===== config.mk =====
export PLATFORM = sky130hd
export DESIGN_NAME = lgge_cfg
export DESIGN_NICKNAME = d
export VERILOG_FILES = /design/src/rtl/lgge_pkg.sv /design/src/rtl/lgge_cfg.sv
export SDC_FILE = /design/constraint.sdc
export NUM_CORES = 1
export LEC_CHECK = 0
export ABC_AREA = 0
export CAP_MARGIN = 0
export CORE_ASPECT_RATIO = 0.8
export CORE_MARGIN = 5
export CORE_UTILIZATION = 29
export CTS_CLUSTER_SIZE = 25
export DETAILED_ROUTE_END_ITERATION = 12
export DONT_BUFFER_PORTS = 1
export GPL_ROUTABILITY_DRIVEN = 0
export PLACE_DENSITY_LB_ADDON = 0.15
export SLEW_MARGIN = 20
export SYNTH_ARGS = -nofsm -noshare
export SYNTH_HDL_FRONTEND = slang
export SYNTH_SLANG_ARGS = --single-unit

===== constraint.sdc =====
create_clock -name clk -period 1.23 [get_ports clk]
set_input_delay 0.0615 -clock clk [delete_from_list [all_inputs] [get_ports clk]]
set_output_delay 0.0615 -clock clk [all_outputs]
set_load 0.005 [all_outputs]

===== src/rtl/lgge_pkg.sv =====
`timescale 1ns / 1ps

package lgge_pkg;

    // Grid size
    localparam int MAX_COLS = 1024;
    localparam int MAX_ROWS = 512;

    // Index widths into the grid
    localparam int COL_W = $clog2(MAX_COLS);
    localparam int ROW_W = $clog2(MAX_ROWS);

    // Widths that can hold the full count
    localparam int COLS_CNT_W = $clog2(MAX_COLS + 1);
    localparam int ROWS_CNT_W = $clog2(MAX_ROWS + 1);

    // Item field widths
    localparam int FUNC_FW = 2;
    localparam int COL_FW  = 10;
    localparam int ROW_FW  = 9;

    // Config register widths
    localparam int BOARD_COLS_W = 11;
    localparam int BOARD_ROWS_W = 10;

    // Config port
    localparam int PADDR_W = 3;
    localparam int PDATA_W = 32;

    localparam logic REG_BOARD_COLS = 1'b0;
    localparam logic REG_BOARD_ROWS = 1'b1;

    // Operation codes
    localparam logic [FUNC_FW-1:0] FUNC_TOGGLE  = 2'd0;
    localparam logic [FUNC_FW-1:0] FUNC_ADVANCE = 2'd1;
    localparam logic [FUNC_FW-1:0] FUNC_READ    = 2'd2;
    // Spare code, treated as a no-op
    localparam logic [FUNC_FW-1:0] FUNC_UNUSED  = 2'd3;

    typedef struct packed {
        logic [FUNC_FW-1:0] func;
        logic [COL_FW-1:0]  col;
        logic [ROW_FW-1:0]  row;
    } cmd_t;

    typedef struct packed {
        logic cell_alive;
        logic out_of_range;
    } rsp_t;

    // Controller -> datapath
    typedef struct packed {
        logic accept;
        logic clear_wr;
        logic rmw_rd;
        logic rmw_upd;
        logic adv_p0;
        logic adv_p1;
        logic adv_row;
        logic finish;
    } dp_cmd_t;

    // Datapath -> controller
    typedef struct packed {
        logic go_rmw;
        logic go_adv;
        logic clear_last;
        logic last_row;
    } dp_status_t;

endpackage


===== src/rtl/lgge_cfg.sv =====
`timescale 1ns / 1ps

module lgge_cfg
    import lgge_pkg::*;
(
    input  logic                  clk,
    input  logic                  rst_n,
    input  logic                  psel,
    input  logic                  penable,
    input  logic                  pwrite,
    input  logic [PADDR_W-1:0]    paddr,
    input  logic [PDATA_W-1:0]    pwdata,
    output logic [PDATA_W-1:0]    prdata,
    output logic                  pready,
    output logic [COLS_CNT_W-1:0] cols_eff,
    output logic [ROWS_CNT_W-1:0] rows_eff
);

    logic [BOARD_COLS_W-1:0] board_cols_reg;
    logic [BOARD_ROWS_W-1:0] board_rows_reg;
    logic                    reg_sel;
    logic                    wr_en;

    assign reg_sel = paddr[2];
    assign wr_en   = psel && penable && pwrite;
    assign pready  = 1'b1;

    always_ff @(posedge clk or negedge rst_n)
    begin
        if (!rst_n)
        begin
            board_cols_reg <= BOARD_COLS_W'(800);
            board_rows_reg <= BOARD_ROWS_W'(400);
        end
        else if (wr_en)
        begin
            case (reg_sel)
                REG_BOARD_COLS: board_cols_reg <= pwdata[BOARD_COLS_W-1:0];
                REG_BOARD_ROWS: board_rows_reg <= pwdata[BOARD_ROWS_W-1:0];
                default: ;
            endcase
        end
    end

    always_comb
    begin
        case (reg_sel)
            REG_BOARD_COLS: prdata = PDATA_W'(board_cols_reg);
            REG_BOARD_ROWS: prdata = PDATA_W'(board_rows_reg);
            default:        prdata = '0;
        endcase
    end

    // Oversized board clamps to the grid
    assign cols_eff = (32'(board_cols_reg) > MAX_COLS) ? COLS_CNT_W'(MAX_COLS)
                                                       : COLS_CNT_W'(board_cols_reg);
    assign rows_eff = (32'(board_rows_reg) > MAX_ROWS) ? ROWS_CNT_W'(MAX_ROWS)
                                                       : ROWS_CNT_W'(board_rows_reg);

endmodule


==> reports/results.ini <==
[power_and_ir_drop]
vdd_drop_max_v=0.000742
power.density_nw_per_um2=1430
p_leak_nw=0.656

[global_route]
antenna_found_initial=0
grt_pass1_wl_mm=4.31
grt_start_max_net_pins=22
grt_overflow=0
groute.usage.overall=0.0933
vias_in_the_first_global_route=807

[cts]
clkTransAtPathRegs_ps=80
clockBufferDepth=2
cts_htree_levels=1
cts_post_setup_buffers_inserted=0
number_of_buffers_inserted_during_clock_tree_synthesis=3
library_cell_used_as_clock_root_buffer=sky130_fd_sc_hd__clkbuf_8
numClockSinks=21
clk-insertion-delay-late_ps=260
tritoncts=built

[route]
drc_errors=0
wl_met1_mm=1.29
routed.top_layer=met4
drt-initial-drc-count=8
met3WireLength_um=197
detail_route.wirelength_mm=2.83
drtAntennaViolNets=0
drt-pass1-iter-count=2
wl_met2_mm=1.33
via_count=736
route.detailed.vias_per_inst=4.25
avgRoutedWirePerCell_um=16.3

[floorplanning]
io_pins=94
floorplan.rows=21
core_area_um2=4260
starting_density_of_the_core=0.304
design.die.area_um2=5910
die_height_um=69.7
die-width_um=84.7

[critical_path]
cp_slowest_cell=sky130_fd_sc_hd__dfrtp_2
setup.worst_path.start_class=flip-flop
critical_path.top_delay_family=flip-flops
crit_path_max_incr_delay_ps=480
path_cells=buf_4, nor2b_1
crit_end_element=output port
critPathArrivalTime_ps=1100
worst-path-max-fanout=8
worst-endpoint-required_ps=1170
timing_worst_setup_path_type=reg -> out
critPathBufInv=1

[timing]
rsz0062_at_grt=false
totalNegativeSetupSlack_ps=0
timing.final.hold_violations=0
worst_clock_skew_ps=0
timing.final.max_slew_violations=0
fmax_mhz=858
final_setup_vio_count=0
period_share=0.947
clock_period_minus_worst_slack_ps=1160

[synth]
per_instance_average_area_after_synthesis_um2=12.4
synth-seq-cells=21
count_of_different_cell_masters_after_synthesis=12
post_synth_inst_count=104
post_synthesis_sequential_area_ratio=0.412
synth_top_cells_by_area=sky130_fd_sc_hd__dfrtp_1 29%, sky130_fd_sc_hd__mux2_2 18%, sky130_fd_sc_hd__buf_4 13%, sky130_fd_sc_hd__dfstp_2 12%, sky130_fd_sc_hd__mux2_4 12%
synth.yosys.warnings=0
synth.largest_area_cell=sky130_fd_sc_hd__dfrtp_1
synth_top_area_frac=0.290
post_synth_instance_area_um2=1290

[layout]
layout.filler_cells=429
drive_gt1_frac=0.440
area.sequential_um2=536
final_nets=157
final_common_cell=sky130_fd_sc_hd__conb_1
largest_reg_flops=11
antenna_cells_inserted=0
multiInputGateArea_um2=647
post_route_design_area_um2=1450
mostFrequentLayoutCells=22 x sky130_fd_sc_hd__conb_1, 21 x sky130_fd_sc_hd__mux2_2, 17 x sky130_fd_sc_hd__nor2b_1, 13 x sky130_fd_sc_hd__dfrtp_1, 12 x sky130_fd_sc_hd__dlygate4sd3_1
synthToLayoutAreaGrowth_pct=11.8

[place]
dp_hpwl_mm=2.06
post_dp_cell_area_um2=1270
placement.io_buffers=0

[outcome]
run_status=finished, final reports clean

[worst_hold_path]
holdCritPathClass=in -> reg

[run]
max-cap-violations=0

-- power breakdown --
group | internal, mW | total [mW] | switching (mW)
clock network | 0.231 | 0.461 | 0.230
logic | 0.352 | 0.594 | 0.242
registers | 0.878 | 1.01 | 0.135
-- per-layer routing --
metal,up-vias,GRT usage
li1,322,-
met5,-,0
met1,367,0.119
met2,45,0.150
met3,2,0.0368
met4,0,0.0158
-- metrics by stage --
step / cells / hold WS (ps) / utilization / setup WS (ps) / total power [mW]
floorplan: 124 / -234 / - / 279 / 1.48
global placement: 156 / -233 / 0.297 / 280 / 1.55
CTS: 172 / 157 / 0.337 / 25.8 / 2.09
detailed placement: 156 / -233 / 0.297 / 273 / 1.57
global route: 173 / 153 / 0.340 / 16.7 / 2.20
finish: 173 / 148 / 0.340 / 65.1 / 2.07
-- synthesized netlist by cell type, drive strengths merged --
cell,instances
nand4,1
buf,24
conb,2
dfrtp,15
nand4b,1
clkbuf,4
nor2b,20
dfstp,6
mux2,31
-- cell families (layout without fill, tap and decap cells) --
logic type,Yosys count,after routing,share of synthesized area
muxes,31,31,0.299
buffers and inverters,28,20,0.152
and+or+nand+nor,22,22,0.132
DFF,21,21,0.412
other,2,22,0.00580
-- worst paths after layout --
kind / startpoint / end / slack [ps] / depth (start not counted)
max: board_cols_reg[10] / cols_eff[7] / 70 / 2
min: paddr[2] / board_rows_reg[1] / 150 / 2
max reg2reg: board_cols_reg[10] / board_cols_reg[10] / 370 / 1
min reg2reg: board_rows_reg[1] / board_rows_reg[1] / 530 / 1
max in group asynchronous: rst_n / board_rows_reg[7] / 580 / 2
min in group asynchronous: rst_n / board_rows_reg[6] / 300 / 2
-- cell type report --
type	count	share of cell area
clock buffers	4	0.0311
repair buffers	16	0.102
flip-flops and latches	21	0.370
well taps	57	0.0493
multi-input cells	75	0.447
-- timing repair --
item | CTS | global route
hold endpoints to repair | 42 | 15
endpoints found under the setup margin | 2 | 4
gates resized for setup | 1 | 4
hold buffers | 12 | 1
No activity file was read; power rests on OpenSTA's default activity.
