### config.mk
export PLATFORM = sky130hd
export DESIGN_NAME = lgge_ctrl
export DESIGN_NICKNAME = d
export VERILOG_FILES = /design/src/rtl/lgge_pkg.sv /design/src/rtl/lgge_ctrl.sv
export SDC_FILE = /design/constraint.sdc
export NUM_CORES = 1
export LEC_CHECK = 0
export ABC_AREA = 1
export BUFFER_PORTS_ARGS = -buffer_cell sky130_fd_sc_hd__buf_4
export CAP_MARGIN = 5
export CORE_AREA = 5 5 42 44
export DETAILED_ROUTE_END_ITERATION = 10
export DIE_AREA = 0 0 47 49
export GPL_TIMING_DRIVEN = 0
export PLACE_DENSITY = 0.75
export SYNTH_ARGS = -nofsm -noshare
export SYNTH_HDL_FRONTEND = slang
export SYNTH_SLANG_ARGS = --single-unit
### constraint.sdc
create_clock -name clk -period 1.58 [get_ports clk]
set_clock_uncertainty 0.1 [all_clocks]
set_input_delay 0.079 -clock clk [delete_from_list [all_inputs] [get_ports clk]]
set_output_delay 0.079 -clock clk [all_outputs]
set_load 0.05 [all_outputs]
### src/rtl/lgge_pkg.sv
`timescale 1ns / 1ps

package lgge_pkg;

    // Grid size
    localparam int MAX_COLS = 1024;
    localparam int MAX_ROWS = 512;

    // Index widths into the grid
    localparam int COL_W = $clog2(MAX_COLS);
    localparam int ROW_W = $clog2(MAX_ROWS);

    // Widths that can hold the full count
    localparam int COLS_CNT_W = $clog2(MAX_COLS + 1);
    localparam int ROWS_CNT_W = $clog2(MAX_ROWS + 1);

    // Item field widths
    localparam int FUNC_FW = 2;
    localparam int COL_FW  = 10;
    localparam int ROW_FW  = 9;

    // Config register widths
    localparam int BOARD_COLS_W = 11;
    localparam int BOARD_ROWS_W = 10;

    // Config port
    localparam int PADDR_W = 3;
    localparam int PDATA_W = 32;

    localparam logic REG_BOARD_COLS = 1'b0;
    localparam logic REG_BOARD_ROWS = 1'b1;

    // Operation codes
    localparam logic [FUNC_FW-1:0] FUNC_TOGGLE  = 2'd0;
    localparam logic [FUNC_FW-1:0] FUNC_ADVANCE = 2'd1;
    localparam logic [FUNC_FW-1:0] FUNC_READ    = 2'd2;
    // Spare code, treated as a no-op
    localparam logic [FUNC_FW-1:0] FUNC_UNUSED  = 2'd3;

    typedef struct packed {
        logic [FUNC_FW-1:0] func;
        logic [COL_FW-1:0]  col;
        logic [ROW_FW-1:0]  row;
    } cmd_t;

    typedef struct packed {
        logic cell_alive;
        logic out_of_range;
    } rsp_t;

    // Controller -> datapath
    typedef struct packed {
        logic accept;
        logic clear_wr;
        logic rmw_rd;
        logic rmw_upd;
        logic adv_p0;
        logic adv_p1;
        logic adv_row;
        logic finish;
    } dp_cmd_t;

    // Datapath -> controller
    typedef struct packed {
        logic go_rmw;
        logic go_adv;
        logic clear_last;
        logic last_row;
    } dp_status_t;

endpackage

### src/rtl/lgge_ctrl.sv
`timescale 1ns / 1ps

module lgge_ctrl
    import lgge_pkg::*;
(
    input  logic       clk,
    input  logic       rst_n,
    input  logic       start,
    input  dp_status_t status,
    output dp_cmd_t    dp_cmd,
    output logic       busy
);

    typedef enum logic [7:0] {
        ST_IDLE    = 8'b0000_0001,
        ST_CLEAR   = 8'b0000_0010,
        ST_RMW_RD  = 8'b0000_0100,
        ST_RMW_UPD = 8'b0000_1000,
        ST_ADV_P0  = 8'b0001_0000,
        ST_ADV_P1  = 8'b0010_0000,
        ST_ADV_ROW = 8'b0100_0000,
        ST_FINISH  = 8'b1000_0000
    } state_t;

    state_t state_reg;
    state_t state_next;

    // Reset lands in the clearing pass
    always_ff @(posedge clk or negedge rst_n)
    begin
        if (!rst_n)
        begin
            state_reg <= ST_CLEAR;
        end
        else
        begin
            state_reg <= state_next;
        end
    end

    always_comb
    begin
        state_next = state_reg;
        dp_cmd     = '0;
        case (state_reg)
            ST_IDLE:
            begin
                if (start)
                begin
                    dp_cmd.accept = 1'b1;
                    if (status.go_rmw)
                    begin
                        state_next = ST_RMW_RD;
                    end
                    else if (status.go_adv)
                    begin
                        state_next = ST_ADV_P0;
                    end
                    else
                    begin
                        state_next = ST_FINISH;
                    end
                end
            end
            ST_CLEAR:
            begin
                dp_cmd.clear_wr = 1'b1;
                if (status.clear_last)
                begin
                    state_next = ST_IDLE;
                end
            end
            ST_RMW_RD:
            begin
                dp_cmd.rmw_rd = 1'b1;
                state_next    = ST_RMW_UPD;
            end
            ST_RMW_UPD:
            begin
                dp_cmd.rmw_upd = 1'b1;
                state_next     = ST_FINISH;
            end
            ST_ADV_P0:
            begin
                dp_cmd.adv_p0 = 1'b1;
                state_next    = ST_ADV_P1;
            end
            ST_ADV_P1:
            begin
                dp_cmd.adv_p1 = 1'b1;
                state_next    = ST_ADV_ROW;
            end
            ST_ADV_ROW:
            begin
                dp_cmd.adv_row = 1'b1;
                if (status.last_row)
                begin
                    state_next = ST_FINISH;
                end
            end
            ST_FINISH:
            begin
                dp_cmd.finish = 1'b1;
                state_next    = ST_IDLE;
            end
            default:
            begin
                state_next = ST_IDLE;
            end
        endcase
    end

    assign busy = (state_reg != ST_IDLE);

endmodule

==> impl_summary.log <==
[metrics] status: completed
[metrics] top area cells in the synthesized netlist: sky130_fd_sc_hd__dfrtp_1, sky130_fd_sc_hd__nor2_1, sky130_fd_sc_hd__inv_1
[metrics] Post-Syn Nets: 80
[metrics] area share of the largest cell type after synthesis: 0.297
[metrics] global-route total usage across every layer: 0.119
[metrics] deepest level of the CTS H-tree: 1
[metrics] count of endpoints failing hold in the final timing report: 0
[metrics] worst hold slack across all endpoints: slightly below 0.006 ns
[metrics] first-pass GRT wire length: around 2000 microns
[metrics] number of CTS-inserted buffers: 3
[metrics] worst slew slack as a fraction of its limit: 0.866
[metrics] number of flops mapped to enable cells by yosys: 0
[metrics] Avg Vias per Cell: ~4.5
[metrics] final design area excluding fillers: 875 sq um
[metrics] total grt overflow: 0
[metrics] fraction of the yosys area taken by sequential cells: 0.342
[metrics] number of optimization iterations in the first detailed-route pass: 3
[metrics] Worst Setup Slack, final: slightly below 0.04 ns
[metrics] number of antenna violations at the first check in global routing: 0
[metrics] placer congestion estimate: between 0.6 and 0.7
[metrics] most frequent cell after synthesis: sky130_fd_sc_hd__nor2_1
[metrics] Antenna Diode Count: 0
[metrics] post-synthesis area per instance: 8.07 sq um
[metrics] Sum Neg Setup Slack: 0 ns
[metrics] peak clock frequency supported by timing: roughly 650 MHz
[metrics] critical path peak fanout: 5
[metrics] Area Growth Syn to Fin: 48.4%
[metrics] total wire length after detailed routing: 1230 microns
[metrics] clock latency on the worst-skew pair: around 0.24 ns
[metrics] worst-case register-to-register setup slack: approximately 0.17 ns
[metrics] cell type contributing the most total cell area after synthesis: sky130_fd_sc_hd__dfrtp_1
[metrics] mapped cell area: between 500 and 600 sq um
[metrics] portion of the clock cycle consumed by the worst path in the final layout: 0.975
[metrics] dpl hpwl: 1010 microns
[metrics] drc violations: 0
[metrics] most frequent cells after synthesis: sky130_fd_sc_hd__nor2_1, sky130_fd_sc_hd__inv_1, sky130_fd_sc_hd__nand2_1
[metrics] port buffer count: 15
[metrics] maximum number of pins on one net before global-route repair: 9
[metrics] Yosys warning count: 0
[metrics] required time at the worst-slack endpoint: approximately 1.4 ns
[metrics] max-slew violation total from the final report: 0
[metrics] count of routing violations after the opening detailed-route iteration: 6
[metrics] Largest register FFs: 8
[metrics] total clock sinks: 8
[metrics] Worst-Margin Slew: around 0.2 ns
[metrics] Initial Utilization: 0.421
[metrics] kind of critical path: reg2out
[metrics] element type at the critical path start: flip-flop
[metrics] top-level I/O count: 16
[metrics] DP Worst Slack: roughly 0.13 ns
[metrics] synthesized instance count: 73
[metrics] endpoint type of the worst setup path: primary output
[metrics] fin crit period: ~1.5 ns
[metrics] ys flop type: sky130_fd_sc_hd__dfrtp_1
[metrics] WP data arrival: around 1.4 ns
[metrics] clock buffer depth: 2
[metrics] Final Non-Filler Cells: between 100 and 150
[metrics] Wirelength per Cell: around 11 microns
[metrics] # placed instances: ~100
[metrics] layout cell share with drive strength beyond 1: 0.531
[metrics] Clk pin slew, worst setup/hold paths: 0.06 ns
[metrics] vias in the first global route: just over 500
[metrics] leakage component of the power: approximately 0.46 nW
[metrics] Post-Route Utilization: 0.624
[metrics] class of the most critical hold timing path: in2reg
[metrics] filler cell count in the final layout: approximately 130
[metrics] number of max-capacitance violations reported: 0
[metrics] total power draw: around 1.7 mW
[metrics] final-report setup violation count: 0
[metrics] Die Footprint: roughly 0.0023 sq mm
[metrics] clk root buf: sky130_fd_sc_hd__clkbuf_4
[metrics] FFs w/ async S/R, synth: 1.00
[metrics] detailed-route via count: slightly above 500
[metrics] number of storage elements in the synthesis netlist: 8
[metrics] residual antenna-violating net count after detailed routing: 0
[metrics] die span in y: between 40 and 50 microns
[metrics] PwrDens: 1910 mW/mm^2
[metrics] horizontal extent of the die: around 47 microns
[metrics] Synth cell types: 21
[metrics] peak ir drop on the vdd network: around 1.7 mV
[metrics] placed instance area: roughly 770 sq um
[metrics] floorplan core area: ~0.0014 sq mm
[metrics] final layout net count: ~110
[metrics] RSZ-0062 raised after global routing: yes
[metrics] Placement Rows: 14
[metrics] CTS tree: done
-- area by class of cell --
cell class              count  area (sq um)  area share
plain buffers               1          7.51     0.00858
clock buffers               4          26.3      0.0300
inverters                  15          58.8      0.0672
multi-input cells          49           382       0.436
flip-flops and latches      8           204       0.233
well taps                  16          20.0      0.0229
repair buffers             21           176       0.202
-- layout by cell type (no fill, tap or decap) --
master and count:
sky130_fd_sc_hd__dfrtp_1 5, sky130_fd_sc_hd__nor3_2 1, sky130_fd_sc_hd__nor2_8 1, sky130_fd_sc_hd__nand3_4 1, sky130_fd_sc_hd__nand3_1 3, sky130_fd_sc_hd__inv_4 1, sky130_fd_sc_hd__nor2_4 9, sky130_fd_sc_hd__buf_6 1
sky130_fd_sc_hd__inv_1 12, sky130_fd_sc_hd__nand2_2 1, sky130_fd_sc_hd__buf_8 1, sky130_fd_sc_hd__buf_4 17, sky130_fd_sc_hd__nand2_4 3, sky130_fd_sc_hd__nand2_1 9, sky130_fd_sc_hd__clkbuf_4 3, sky130_fd_sc_hd__dfstp_2 1
sky130_fd_sc_hd__inv_2 2, sky130_fd_sc_hd__dfrtp_2 2, sky130_fd_sc_hd__nor2_1 12, sky130_fd_sc_hd__nor4_4 1, sky130_fd_sc_hd__nand3b_4 1, sky130_fd_sc_hd__a21oi_2 1, sky130_fd_sc_hd__nor2_2 2, sky130_fd_sc_hd__o21ai_0 1
sky130_fd_sc_hd__clkbuf_1 1, sky130_fd_sc_hd__nand3_2 2, sky130_fd_sc_hd__o21bai_2 1, sky130_fd_sc_hd__dlygate4sd3_1 3
-- cell families (layout without fill, tap and decap cells) --
family | after synthesis | in the layout | share of synthesized area
DFF | 8 | 8 | 0.342
AOI/OAI and AO/OA | 3 | 3 | 0.0425
buffers and inverters | 16 | 41 | 0.108
and+or+nand+nor | 46 | 46 | 0.507
-- critical path: stages (launching register included) --
cell and delay [ns]:
sky130_fd_sc_hd__dfrtp_1 0.40, sky130_fd_sc_hd__nor2_4 0.15, sky130_fd_sc_hd__nand2_4 0.12, sky130_fd_sc_hd__nor2_8 0.15, sky130_fd_sc_hd__inv_4 0.05, sky130_fd_sc_hd__nor2_4 0.09, sky130_fd_sc_hd__buf_8 0.15
-- power by group --
| group | switching [mW] | internal (mW) | leakage, nW | total (mW) |
|---|---|---|---|---|
| Combinational | 0.762 | 0.439 | 0.348 | 1.20 |
| Sequential | 0.0549 | 0.260 | 0.101 | 0.315 |
| Clock | 0.0615 | 0.0961 | 0.0150 | 0.158 |
| Total | 0.878 | 0.795 | 0.464 | 1.67 |
-- worst paths after layout --
kind / startpoint / to / cells past startpoint
max: state_reg[7] / dp_cmd[7] / 6
min: status[3] / state_reg[2] / 3
max reg2reg: state_reg[7] / state_reg[0] / 7
min reg2reg: state_reg[0] / state_reg[3] / 3
max in group asynchronous: rst_n / state_reg[1] / 2
min in group asynchronous: rst_n / state_reg[4] / 2
-- per-layer routing --
metal  wire length, microns  up-vias  global-route usage
li1                       -      271                   -
met1                    485      231               0.140
met2                    682       10               0.206
met3                     57        0              0.0406
met4                      0        0              0.0138
met5                      0        -                   0
-- timing repair --
action / in CTS / in global routing
endpoints found under the hold margin: 10 / 0
buffers inserted: 1 / 2
gates resized for setup: 2 / 7
pin swaps: 1 / 4
hold buffers: 3 / 0
endpoints found under the setup margin: 5 / 7
No activity file was read; power rests on OpenSTA's default activity.
